`src/hdl/oaid_pkg.sv`:
```
// Package for the ordered array engine: operation and status codes, controller
// states, and the command and status bundles between controller and datapath.
// No dependencies.
package oaid_pkg;

  // Default number of elements the array can hold
  localparam int unsigned OAID_CAPACITY = 128;

  // Packed item widths on the stream ports
  localparam int unsigned OAID_IN_TDATA_W  = 48;
  localparam int unsigned OAID_OUT_TDATA_W = 48;

  typedef enum logic [2:0] {
    OP_CLEAR  = 3'd0,
    OP_APPEND = 3'd1,
    OP_READ   = 3'd2,
    OP_INSERT = 3'd3,
    OP_UPDATE = 3'd4,
    OP_DELETE = 3'd5
  } op_e;

  typedef enum logic [1:0] {
    STS_OK   = 2'd0,
    STS_POS  = 2'd1,
    STS_FULL = 2'd2
  } status_e;

  typedef enum logic [2:0] {
    S_IDLE,
    S_EXEC,
    S_SHIFT_RD,
    S_SHIFT_WR,
    S_RESP
  } state_e;

  // RAM read address source
  typedef enum logic [1:0] {
    RA_POS,
    RA_IDX_M1,
    RA_IDX_P1
  } ra_sel_e;

  // RAM write address source
  typedef enum logic [1:0] {
    WA_COUNT,
    WA_POS,
    WA_IDX
  } wa_sel_e;

  typedef enum logic [1:0] {
    CNT_HOLD,
    CNT_CLR,
    CNT_INC,
    CNT_DEC
  } cnt_op_e;

  typedef enum logic [1:0] {
    IDX_HOLD,
    IDX_LD_COUNT,
    IDX_LD_POS,
    IDX_STEP
  } idx_op_e;

  typedef struct packed {
    logic    item_ld;
    logic    ram_re;
    ra_sel_e ra_sel;
    logic    ram_we;
    wa_sel_e wa_sel;
    logic    wd_rdata;   // write back read data instead of item value
    idx_op_e idx_op;
    logic    idx_down;   // step direction: 1 decrement, 0 increment
    cnt_op_e cnt_op;
    logic    sts_ld;
    status_e sts;
    logic    out_ld;
  } oaid_cmd_t;

  typedef struct packed {
    logic [2:0] op;
    logic       pos_lt_cnt;
    logic       pos_le_cnt;
    logic       full;
    logic       ins_more;
    logic       del_more;
    logic       out_free;
  } oaid_sts_t;

endpackage

```
`src/hdl/oaid_ctrl.sv`:
```
// Controller state machine for the ordered array engine.
// Depends on oaid_pkg; drives the datapath through oaid_cmd_t.
module oaid_ctrl
  import oaid_pkg::*;
(
  input  logic      clk,
  input  logic      rst_n,
  input  logic      in_tvalid,
  output logic      in_tready,
  input  oaid_sts_t sts,
  output oaid_cmd_t cmd
);

  state_e state_r, state_nxt;
  op_e    op;

  assign op = op_e'(sts.op);

  // State register
  always_ff @(posedge clk) begin
    if (!rst_n) begin
      state_r <= S_IDLE;
    end else begin
      state_r <= state_nxt;
    end
  end

  // Next state
  always_comb begin
    state_nxt = state_r;
    case (state_r)
      S_IDLE: begin
        if (in_tvalid) state_nxt = S_EXEC;
      end
      S_EXEC: begin
        if ((op == OP_INSERT && sts.pos_le_cnt && !sts.full) ||
            (op == OP_DELETE && sts.pos_lt_cnt)) begin
          state_nxt = S_SHIFT_RD;
        end else begin
          state_nxt = S_RESP;
        end
      end
      S_SHIFT_RD: begin
        if ((op == OP_INSERT && sts.ins_more) || (op == OP_DELETE && sts.del_more)) begin
          state_nxt = S_SHIFT_WR;
        end else begin
          state_nxt = S_RESP;
        end
      end
      S_SHIFT_WR: state_nxt = S_SHIFT_RD;
      S_RESP: begin
        if (sts.out_free) begin
          state_nxt = in_tvalid ? S_EXEC : S_IDLE;
        end
      end
      default: state_nxt = S_IDLE;
    endcase
  end

  // Outputs
  always_comb begin
    in_tready = 1'b0;
    cmd       = '0;
    cmd.sts   = STS_OK;
    case (state_r)
      S_IDLE: begin
        in_tready = 1'b1;
      end
      S_EXEC: begin
        cmd.sts_ld = 1'b1;
        case (op)
          OP_CLEAR: begin
            cmd.cnt_op = CNT_CLR;
          end
          OP_APPEND: begin
            if (sts.full) begin
              cmd.sts = STS_FULL;
            end else begin
              cmd.ram_we = 1'b1;
              cmd.wa_sel = WA_COUNT;
              cmd.cnt_op = CNT_INC;
            end
          end
          OP_READ: begin
            if (sts.pos_lt_cnt) begin
              cmd.ram_re = 1'b1;
              cmd.ra_sel = RA_POS;
            end else begin
              cmd.sts = STS_POS;
            end
          end
          OP_INSERT: begin
            if (!sts.pos_le_cnt) begin
              cmd.sts = STS_POS;
            end else if (sts.full) begin
              cmd.sts = STS_FULL;
            end else begin
              cmd.idx_op = IDX_LD_COUNT;
            end
          end
          OP_UPDATE: begin
            if (sts.pos_lt_cnt) begin
              cmd.ram_we = 1'b1;
              cmd.wa_sel = WA_POS;
            end else begin
              cmd.sts = STS_POS;
            end
          end
          OP_DELETE: begin
            if (sts.pos_lt_cnt) begin
              cmd.idx_op = IDX_LD_POS;
            end else begin
              cmd.sts = STS_POS;
            end
          end
          default: begin
            cmd.sts = STS_POS;
          end
        endcase
      end
      S_SHIFT_RD: begin
        if (op == OP_INSERT) begin
          if (sts.ins_more) begin
            cmd.ram_re = 1'b1;
            cmd.ra_sel = RA_IDX_M1;
          end else begin
            // gap is open: drop the new value in
            cmd.ram_we = 1'b1;
            cmd.wa_sel = WA_POS;
            cmd.cnt_op = CNT_INC;
          end
        end else begin
          if (sts.del_more) begin
            cmd.ram_re = 1'b1;
            cmd.ra_sel = RA_IDX_P1;
          end else begin
            cmd.cnt_op = CNT_DEC;
          end
        end
      end
      S_SHIFT_WR: begin
        cmd.ram_we    = 1'b1;
        cmd.wa_sel    = WA_IDX;
        cmd.wd_rdata  = 1'b1;
        cmd.idx_op    = IDX_STEP;
        cmd.idx_down  = (op == OP_INSERT);
      end
      S_RESP: begin
        if (sts.out_free) begin
          cmd.out_ld = 1'b1;
          in_tready  = 1'b1;
        end
      end
      default: begin
        in_tready = 1'b0;
      end
    endcase
    cmd.item_ld = in_tvalid && in_tready;
  end

endmodule

```
`config.mk`:
```
export PLATFORM = sky130hd
export DESIGN_NAME = oaid_ctrl
export DESIGN_NICKNAME = d
export VERILOG_FILES = /design/src/hdl/oaid_pkg.sv /design/src/hdl/oaid_ctrl.sv
export SDC_FILE = /design/constraint.sdc
export NUM_CORES = 1
export LEC_CHECK = 0
export BUFFER_PORTS_ARGS = -buffer_cell sky130_fd_sc_hd__buf_2
export CELL_PAD_IN_SITES_DETAIL_PLACEMENT = 1
export CELL_PAD_IN_SITES_GLOBAL_PLACEMENT = 1
export CORE_MARGIN = 5
export CORE_UTILIZATION = 23
export DETAILED_ROUTE_END_ITERATION = 12
export GPL_TIMING_DRIVEN = 0
export HOLD_SLACK_MARGIN = 0.06
export PLACE_DENSITY_LB_ADDON = 0.2
export SYNTH_ARGS = -nofsm -noshare
export SYNTH_HDL_FRONTEND = slang
export SYNTH_SLANG_ARGS = --single-unit
```
`constraint.sdc`:
```
create_clock -name clk -period 1.6 [get_ports clk]
set_clock_uncertainty 0.05 [all_clocks]
set_input_delay 0.32 -clock clk [delete_from_list [all_inputs] [get_ports clk]]
set_output_delay 0.32 -clock clk [all_outputs]
set_load 0.1 [all_outputs]
```
# Word level (Yosys, flattened, before mapping)
# Index checks and enable logic that the tools add are counted.
[op_classes]
addsub = 0
mul = 0
n_div = 0
order_cmp = 0
n_eq_ne = 11
shift = 0
muxes = 39
bitwise = 0
n_reduce_logical = 13
[ops]
columns = ["cell", "n"]
rows = [
  ["$mux W3", 14],
  ["$pmux W2 S2", 4],
  ["$pmux W3 S5", 1],
  ["$mux W2", 7],
  ["$eq A3 B2 Y1 const B", 4],
  ["$pmux W3 S2", 2],
  ["$eq A3 B3 Y1 const B", 3],
  ["$pmux W3 S3", 1],
  ["$mux W1", 8],
  ["$pmux W2 S4", 1],
  ["$eq A3 B1 Y1 const B", 2],
  ["$logic_and A1 B1 Y1", 6],
  ["$logic_not A3 Y1", 2],
  ["$ne A2 B2 Y1 const B", 2],
  ["$reduce_or A3 Y1", 1],
  ["$logic_or A1 B1 Y1", 2],
  ["$pmux W1 S2", 1],
  ["$reduce_and A2 Y1", 1],
  ["$logic_not A1 Y1", 1],
]
[totals]
ff_bits = 3
latch_bits = 0
ram_bits = 0
mem_bits_ro = 0
in_bits = 12
wordCells = 64
mem_count = 0

# Longest topological paths before layout
# Gate-level depths: netlist of the first run.
[depth]
word_depth = 6
ltp_mapped = 6

# Worst setup path before layout of the first run
# OpenSTA, ideal clock, no wires.
[synth_timing]
path_type = "input-to-output"
start = "in sts[6] (netlist name)"
end = "out cmd[12] (netlist name)"
arrival_time_ps = 3922
required_time_ps = 1230
path_slack_ps = -2692
stages = 4
n_path_buf = 1
path_cell_list = "clkbuf_1 -> nand3b_1 -> o31ai_1 -> or3_1"
[synth_lines]
columns = ["item", "line_no", "source"]
rows = [
  ["start, declared", "oaid_ctrl.sv:10", "input oaid_sts_t sts,"],
  ["end, declared", "oaid_ctrl.sv:11", "output oaid_cmd_t cmd"],
]

==> reports/qor.txt, run 1 <==
Status = finished, violations left
Violated checks = negative setup slack
Clock Latency Late Sink = 0.24 ns
CTS tree = yes
Crit Path Max Fanout = 6
Post-Syn Nets = 74
Vias in the first global route = 759
Synth cell count leaders = inv_1, nor2_1, nand2_1, nor2b_1
First-pass GRT wire length = 3720 microns
Top cells by area, synth = dfxtp_1, nor2b_1, nor4_2, nand3b_1, o21a_1
CP endpoint kind = primary output
CTS H-tree depth = 1
Share of cells above drive strength 1 = 0.746
Tcrit/Tclk final = 1.37
Ports = 30
Reg2reg start = state_r[2]$_SDFFE_PN0P_
Synth warnings = 0
CP top delay family = compound AO/OA/AOI/OAI gates
Crit path DAT = 1.81 ns
Share of the yosys chip area belonging to registers = 0.134
Number of flip-flops in the largest register = 3
Clk buf depth = 2
Avg Cell Area, Syn = 7.22 sq um
Hold_sp = rst_n
Max-cap violation count = 0
First DRT Iteration DRCs = 5
Worst setup SP type = flip-flop
Vias per Instance = 5.37
Pin count of the biggest net entering global routing = 10
Chip width = 54.1 microns
Biggest regs = state_r x3
Tightest Hold Check Type = in -> reg
Post-detail-place hpwl = 1440 microns
Vias post-DR = 757
CTS clk-pin slew, worst paths = 0.04 ns
Routed Antenna Nets = 0
DRT Pass-1 Iters = 4
Core ar. = 1900 sq um
Ys flop type = dfxtp_1
Initial antenna violation count = 0
Critical Path, Cell by Cell = or3b_1, buf_6, o32a_1, o32ai_4, buf_12
Max-slew headroom = 0.752
Tot Pwr = 767 uW
Die height = 54.1 microns
Post-Syn Area = 448 sq um
CTS buffer count = 3
Area grow syn2layout = 205%
Final wirelength = 3450 microns
Row count = 16
Dpl ws = -0.669 ns
Initial Util = 0.236
Crit path kind = reg -> out
EDFF count, synth = 0
Final Slew Violations = 0
Fmax = 0.458 GHz
Share of the synthesized area in the top cell type = 0.134
Final Util = 0.718
Hold violation count in the final report = 0
RePlAce Congestion = 0.730
Least-Margin Pin Slew = 0.371 ns
Async set-reset flop share out of synthesis = 0
RSZ-0062 raised after global routing = true
Maximum vdd ir drop = 534 uV
Largest stage delay, worst path = 0.40 ns
Ant. Diodes = 0
Average wire per standard cell = 24.5 microns
Hold EP = state_r[2]$_SDFFE_PN0P_
GR Util All Layers = 0.180
# port buffers = 27
Dominant cell type by area after synthesis = dfxtp_1
Clk sinks = 3
Die area = 2930 sq um
Residual DRC = 0
Final setup viols = 19
Worst path buffer plus inverter count = 2
Synth Instances = 62
Grt ovf = 0
Yosys reg bits = 3
Min-Delay Path Depth = 2
Clk root buf = clkbuf_4
CP Data Required Time = 1.23 ns
Crit path max-delay cell type = or3b_1
Distinct cell type count of the synthesized netlist = 38
FF-to-FF setup slack = -0.03 ns
Register bank with the most flops = state_r
Hold buffer count at cts = 0
Pwr dens = 562 nW/um^2
Fin crit period = 2.18 ns
Reg-to-Reg End = state_r[1]$_SDFFE_PN0P_
Final net count = 127
Worst R2R Path Depth = 6
Setup WS post-layout = -0.584 ns
Leakage power = 0.547 nW
worst max path at each step:
stage,from,end,slack (ns),cells past startpoint
4_1_cts,state_r[2]$_SDFFE_PN0P_,cmd[4],-0.56,5
3_5_place_dp,state_r[0]$_SDFFE_PN0P_,cmd[7],-0.67,5
5_1_grt,state_r[2]$_SDFFE_PN0P_,cmd[4],-0.62,5
6_report,state_r[2]$_SDFFE_PN0P_,cmd[4],-0.58,5
3_3_place_gp,state_r[0]$_SDFFE_PN0P_,cmd[7],-0.66,5
2_1_floorplan,sts[7],cmd[12],-0.81,4
routing by layer:
metal | GRT usage | vias up | routed length (microns)
met5 | 0 | - | 0
met4 | 0.0747 | 0 | 200
met3 | 0.0360 | 18 | 183
met2 | 0.357 | 40 | 1730
met1 | 0.174 | 361 | 1340
li1 | - | 338 | -
final cells by class:
class | instances | area [sq um]
timing repair buffer | 48 | 584
multi-input combinational | 49 | 547
fill | 182 | 536
buffer | 4 | 72.6
sequential | 3 | 71.3
tap | 27 | 33.8
inverter | 6 | 31.3
clock buffer | 4 | 26.3
through the flow:
step | cells | TNS (ns) | hold WS [ns] | cell area (sq um)
5_1_grt | 141 | -6.37 | 0.285 | 1370
6_report | 141 | -5.63 | 0.272 | 1370
3_5_place_dp | 116 | -4.70 | 0.505 | 795
2_1_floorplan | 62 | -6.52 | 0.387 | 626
3_3_place_gp | 116 | -4.60 | 0.504 | 795
4_1_cts | 129 | -4.62 | 0.260 | 1160
logic make-up after synthesis:
group | share of synthesized area
AO/OA/AOI/OAI | 0.341
AND/OR/NAND/NOR | 0.413
buffers and inverters | 0.112
flip-flops | 0.134
layout by cell type (no fill, tap or decap), types with 4 or more instances in the layout:
cell type / count
buf_4: 13
buf_2: 9
buf_12: 17
nor2_4: 4
inv_1: 4
buf_6: 11
report_power, final:
part / total [mW] / leakage, nW / internal [mW] / switching [mW]
Sequential: 0.0877 / 0.0267 / 0.0814 / 0.00625
Clock: 0.141 / 0.0150 / 0.0940 / 0.0472
Combinational: 0.539 / 0.505 / 0.216 / 0.323
Total: 0.767 / 0.547 / 0.391 / 0.376
repair_timing:
action	CTS	global route
endpoints found under the setup margin	19	19
resized for setup	72	25
setup buffers	9	12
pin swaps	10	12
Power figures use the tool's default switching activity.
==> run 2, diff against run 1 <==
Settings changed: CORE_MARGIN 5 to 3.
==> run 2 against run 1 <==
Against the previous run: the run now fails in 5_1_grt; area after synthesis did not move; synthesized cell count stayed put.
==> reports/qor.txt, run 2 <==
Status = stopped before the end (was finished, violations left)
Halt Stage = 5_1_grt
Stop err = [ERROR DPL-0033] detailed placement checks failed during check placement.
Post-Syn Area = 448 sq um (unchanged)
Synth Instances = 62 (unchanged)
Post-Syn Nets = 74 (unchanged)
Clk sinks = 3 (unchanged)
CTS buffer count = 3 (unchanged)
# port buffers = 27 (unchanged)
Share of the synthesized area in the top cell type = 0.134 (unchanged)
Ports = 30 (unchanged)
Chip width = 50.1 microns (was 54.1 microns)
Post-detail-place hpwl = 1280 microns (was 1440 microns)
Row count = 15 (was 16)
GRT worst endpoint = cmd[4]
EDFF count, synth = 0 (unchanged)
Worst EP Category = primary output
Clk buf depth = 2 (unchanged)
Dominant cell type by area after synthesis = dfxtp_1 (unchanged)
Clk root buf = clkbuf_4 (unchanged)
Post-placement cell count = 114 (was 116)
Die height = 50.1 microns (was 54.1 microns)
Avg Cell Area, Syn = 7.22 sq um (unchanged)
CTS H-tree depth = 1 (unchanged)
Initial antenna violation count = 0
Ys flop type = dfxtp_1 (unchanged)
Synth warnings = 0 (unchanged)
Yosys reg bits = 3 (unchanged)
Initial Util = 0.251 (was 0.236)
Top cells by area, synth = dfxtp_1, nor2b_1, nor4_2, nand3b_1, o21a_1 (unchanged)
Share of the yosys chip area belonging to registers = 0.134 (unchanged)
RePlAce Congestion = 0.781 (was 0.730)
Synth cell count leaders = inv_1, nor2_1, nand2_1, nor2b_1 (unchanged)
Async set-reset flop share out of synthesis = 0 (unchanged)
Distinct cell type count of the synthesized netlist = 38 (unchanged)
Pin count of the biggest net entering global routing = 10
==> run 2: logic make-up after synthesis <==
group / after synthesis / share of synthesized area
and+or+nand+nor: 30 / 0.413
buffers and inverters: 10 / 0.112
DFF: 3 / 0.134
AOI/OAI and AO/OA: 19 / 0.341
==> run 2: what timing repair did <==
item,in CTS
gates resized for setup,85
endpoints found under the hold margin,0
hold buffers,0
buffers inserted,11
cloned,0
pin swaps,10
endpoints found under the setup margin,18
==> run 2: metrics by stage <==
step / setup TNS [ns] / setup WS, ns / utilization / instance area (sq um)
floorplan: -6.52 / -0.812 / - / 626
global placement: -4.50 / -0.638 / 0.444 / 792
detailed placement: -4.60 / -0.644 / 0.444 / 792
CTS: -4.34 / -0.564 / 0.685 / 1220
==> run 3, diff against run 2 <==
Settings changed: CELL_PAD_IN_SITES_DETAIL_PLACEMENT 1 to default, CELL_PAD_IN_SITES_GLOBAL_PLACEMENT 1 to default, CORE_AREA from default to 3 3 64 66, CORE_MARGIN 3 to default, CORE_UTILIZATION 23 to default, DIE_AREA from default to 0 0 67 69, HOLD_SLACK_MARGIN 0.06 to default, PLACE_DENSITY_LB_ADDON 0.2 to 0.15.
Clock period 1.6 ns to 2.1 ns, I/O delays scaled along.
==> run 3 against run 2 <==
Against the previous run: the flow now finishes, with violations (negative setup slack).
==> reports/qor.txt, run 3 (synthesized netlist as in run 1, its figures left out) <==
Final wirelength = 1820 microns
Post-detail-place hpwl = 1460 microns (was 1280 microns)
Max-cap violation count = 0
Leakage power = 0.423 nW
Min-Delay Path Depth = 2
CP Data Required Time = 1.63 ns
Sequential power share = 0.129
Commonest cells after routing, fill and taps aside = buf_2, buf_4
Tcrit/Tclk final = 1.06
Final net count = 114
CTS tree = yes
# fillers = 409
RSZ-0062 raised after global routing = true
Maximum vdd ir drop = 128 uV
Die height = 69 microns (was 50.1 microns)
Area grow syn2layout = 132%
Number of flip-flops in the largest register = 3
Worst R2R Path Depth = 5
Part of the power in combinational logic = 0.553
Crit Path Max Fanout = 6
Fin crit period = 2.22 ns
Share of cells above drive strength 1 = 0.634
Worst path buffer plus inverter count = 2
Ant. Diodes = 0
Critical Path, Cell by Cell = or3b_1, buf_6, o32a_1, o32ai_4, buf_12
Biggest regs = state_r x3
Tot Pwr = 518 uW
Register area = 71.3 sq um
Routed Antenna Nets = 0
Pwr dens = 499 nW/um^2
Clk root buf = clkbuf_8 (was clkbuf_4)
Final Slew Violations = 0
Initial Util = 0.123 (was 0.251)
CP endpoint kind = primary output
RePlAce Congestion = 0.641 (was 0.781)
Core ar. = 3630 sq um
Die area = 4620 sq um
Worst setup SP type = flip-flop
Pin count of the biggest net entering global routing = 10
Crit path DAT = 1.75 ns
Post-route cell area = 1040 sq um
Residual DRC = 0
CTS buffer count = 3 (unchanged)
Average wire per standard cell = 12.2 microns
Vias post-DR = 616
Fmax = 0.451 GHz
Clk sinks = 3 (unchanged)
Crit path kind = reg -> out
Sw frac = 0.451
Least-Margin Pin Slew = 0.499 ns
Final setup viols = 4
Violated checks = negative setup slack
Initial antenna violation count = 0
First-pass GRT wire length = 3120 microns
Ports = 30 (unchanged)
First DRT Iteration DRCs = 18
Setup WS post-layout = -0.116 ns
Status = finished, violations left (was stopped before the end)
CTS clk-pin slew, worst paths = 0.03 ns
Multi-input gate area = 468 sq um
Clk buf depth = 2 (unchanged)
Clock Latency Late Sink = 0.21 ns
Hold violation count in the final report = 0
P_sw = 233 uW
GR Util All Layers = 0.0849
Crit path depth = 5
Vias per Instance = 4.13
CP top delay family = compound AO/OA/AOI/OAI gates
Grt ovf = 0
Register bank with the most flops = state_r
# port buffers = 27 (unchanged)
Most common cell after layout, fill and taps aside = buf_2
Hold buffer count at cts = 0 (unchanged)
Internal = 285 uW
Vias in the first global route = 638
Power share of the clock group = 0.318
CTS H-tree depth = 1 (unchanged)
Crit path max-delay cell type = or3b_1
Placed Area = 802 sq um (was 792 sq um)
Largest stage delay, worst path = 0.38 ns
Max-slew headroom = 0.670
Chip width = 67 microns (was 50.1 microns)
Tightest Hold Check Type = in -> reg
Row count = 22 (was 15)
DRT Pass-1 Iters = 4
==> run 3: path summary, 6_finish.rpt <==
path,start,slack [ns],end
max,state_r[2]$_SDFFE_PN0P_,-0.12,cmd[4]
min,rst_n,0.39,state_r[2]$_SDFFE_PN0P_
max reg2reg,state_r[2]$_SDFFE_PN0P_,0.66,state_r[1]$_SDFFE_PN0P_
min reg2reg,state_r[2]$_SDFFE_PN0P_,0.70,state_r[0]$_SDFFE_PN0P_
==> run 3: final cells by class <==
| class | instances | area share |
|---|---|---|
| multi-input combinational | 49 | 0.451 |
| timing repair buffer | 35 | 0.285 |
| sequential | 3 | 0.0688 |
| buffer | 4 | 0.0663 |
| tap | 48 | 0.0579 |
| clock buffer | 4 | 0.0434 |
| inverter | 6 | 0.0277 |
==> run 3: stage by stage <==
stage | util | worst slack (ns) | hold slack, ns | setup TNS [ns] | cells
6_report | 0.285 | -0.116 | 0.392 | -0.364 | 149
5_1_grt | 0.285 | -0.183 | 0.406 | -0.665 | 149
4_1_cts | 0.279 | -0.154 | 0.397 | -0.534 | 148
3_5_place_dp | 0.221 | -0.244 | 0.611 | -1.01 | 137
3_3_place_gp | 0.221 | -0.235 | 0.608 | -0.988 | 137
2_1_floorplan | - | -0.512 | 0.487 | -2.54 | 62
==> run 3: worst reg2reg max path, cell delays in order (launching register included) <==
cell and delay (ns):
dfxtp_4 0.34, or3b_1 0.38, buf_6 0.16, nor4_4 0.18
buf_4 0.15, o31a_1 0.12
==> run 3: power by group through the flow <==
stage	sequential (mW)	clock (mW)	combinational [mW]
after CTS	0.0670	0.171	0.280
after floorplan	0.0734	0	0.204
after detailed placement	0.0764	0	0.245
final	0.0670	0.165	0.286
after global placement	0.0765	0	0.244
after global routing	0.0681	0.177	0.303
==> run 3: layer usage <==
layer  up-vias  global-route usage  wire (microns)
met5         -                   0               0
met4         0              0.0203               0
li1        311                   -               -
met3         0              0.0261             101
met2        17               0.131             896
met1       288               0.114             823
==> run 3: what timing repair did <==
item,CTS,global route
pin swaps,2,3
setup buffers,7,1
setup endpoints to repair,9,8
gates resized for setup,30,5
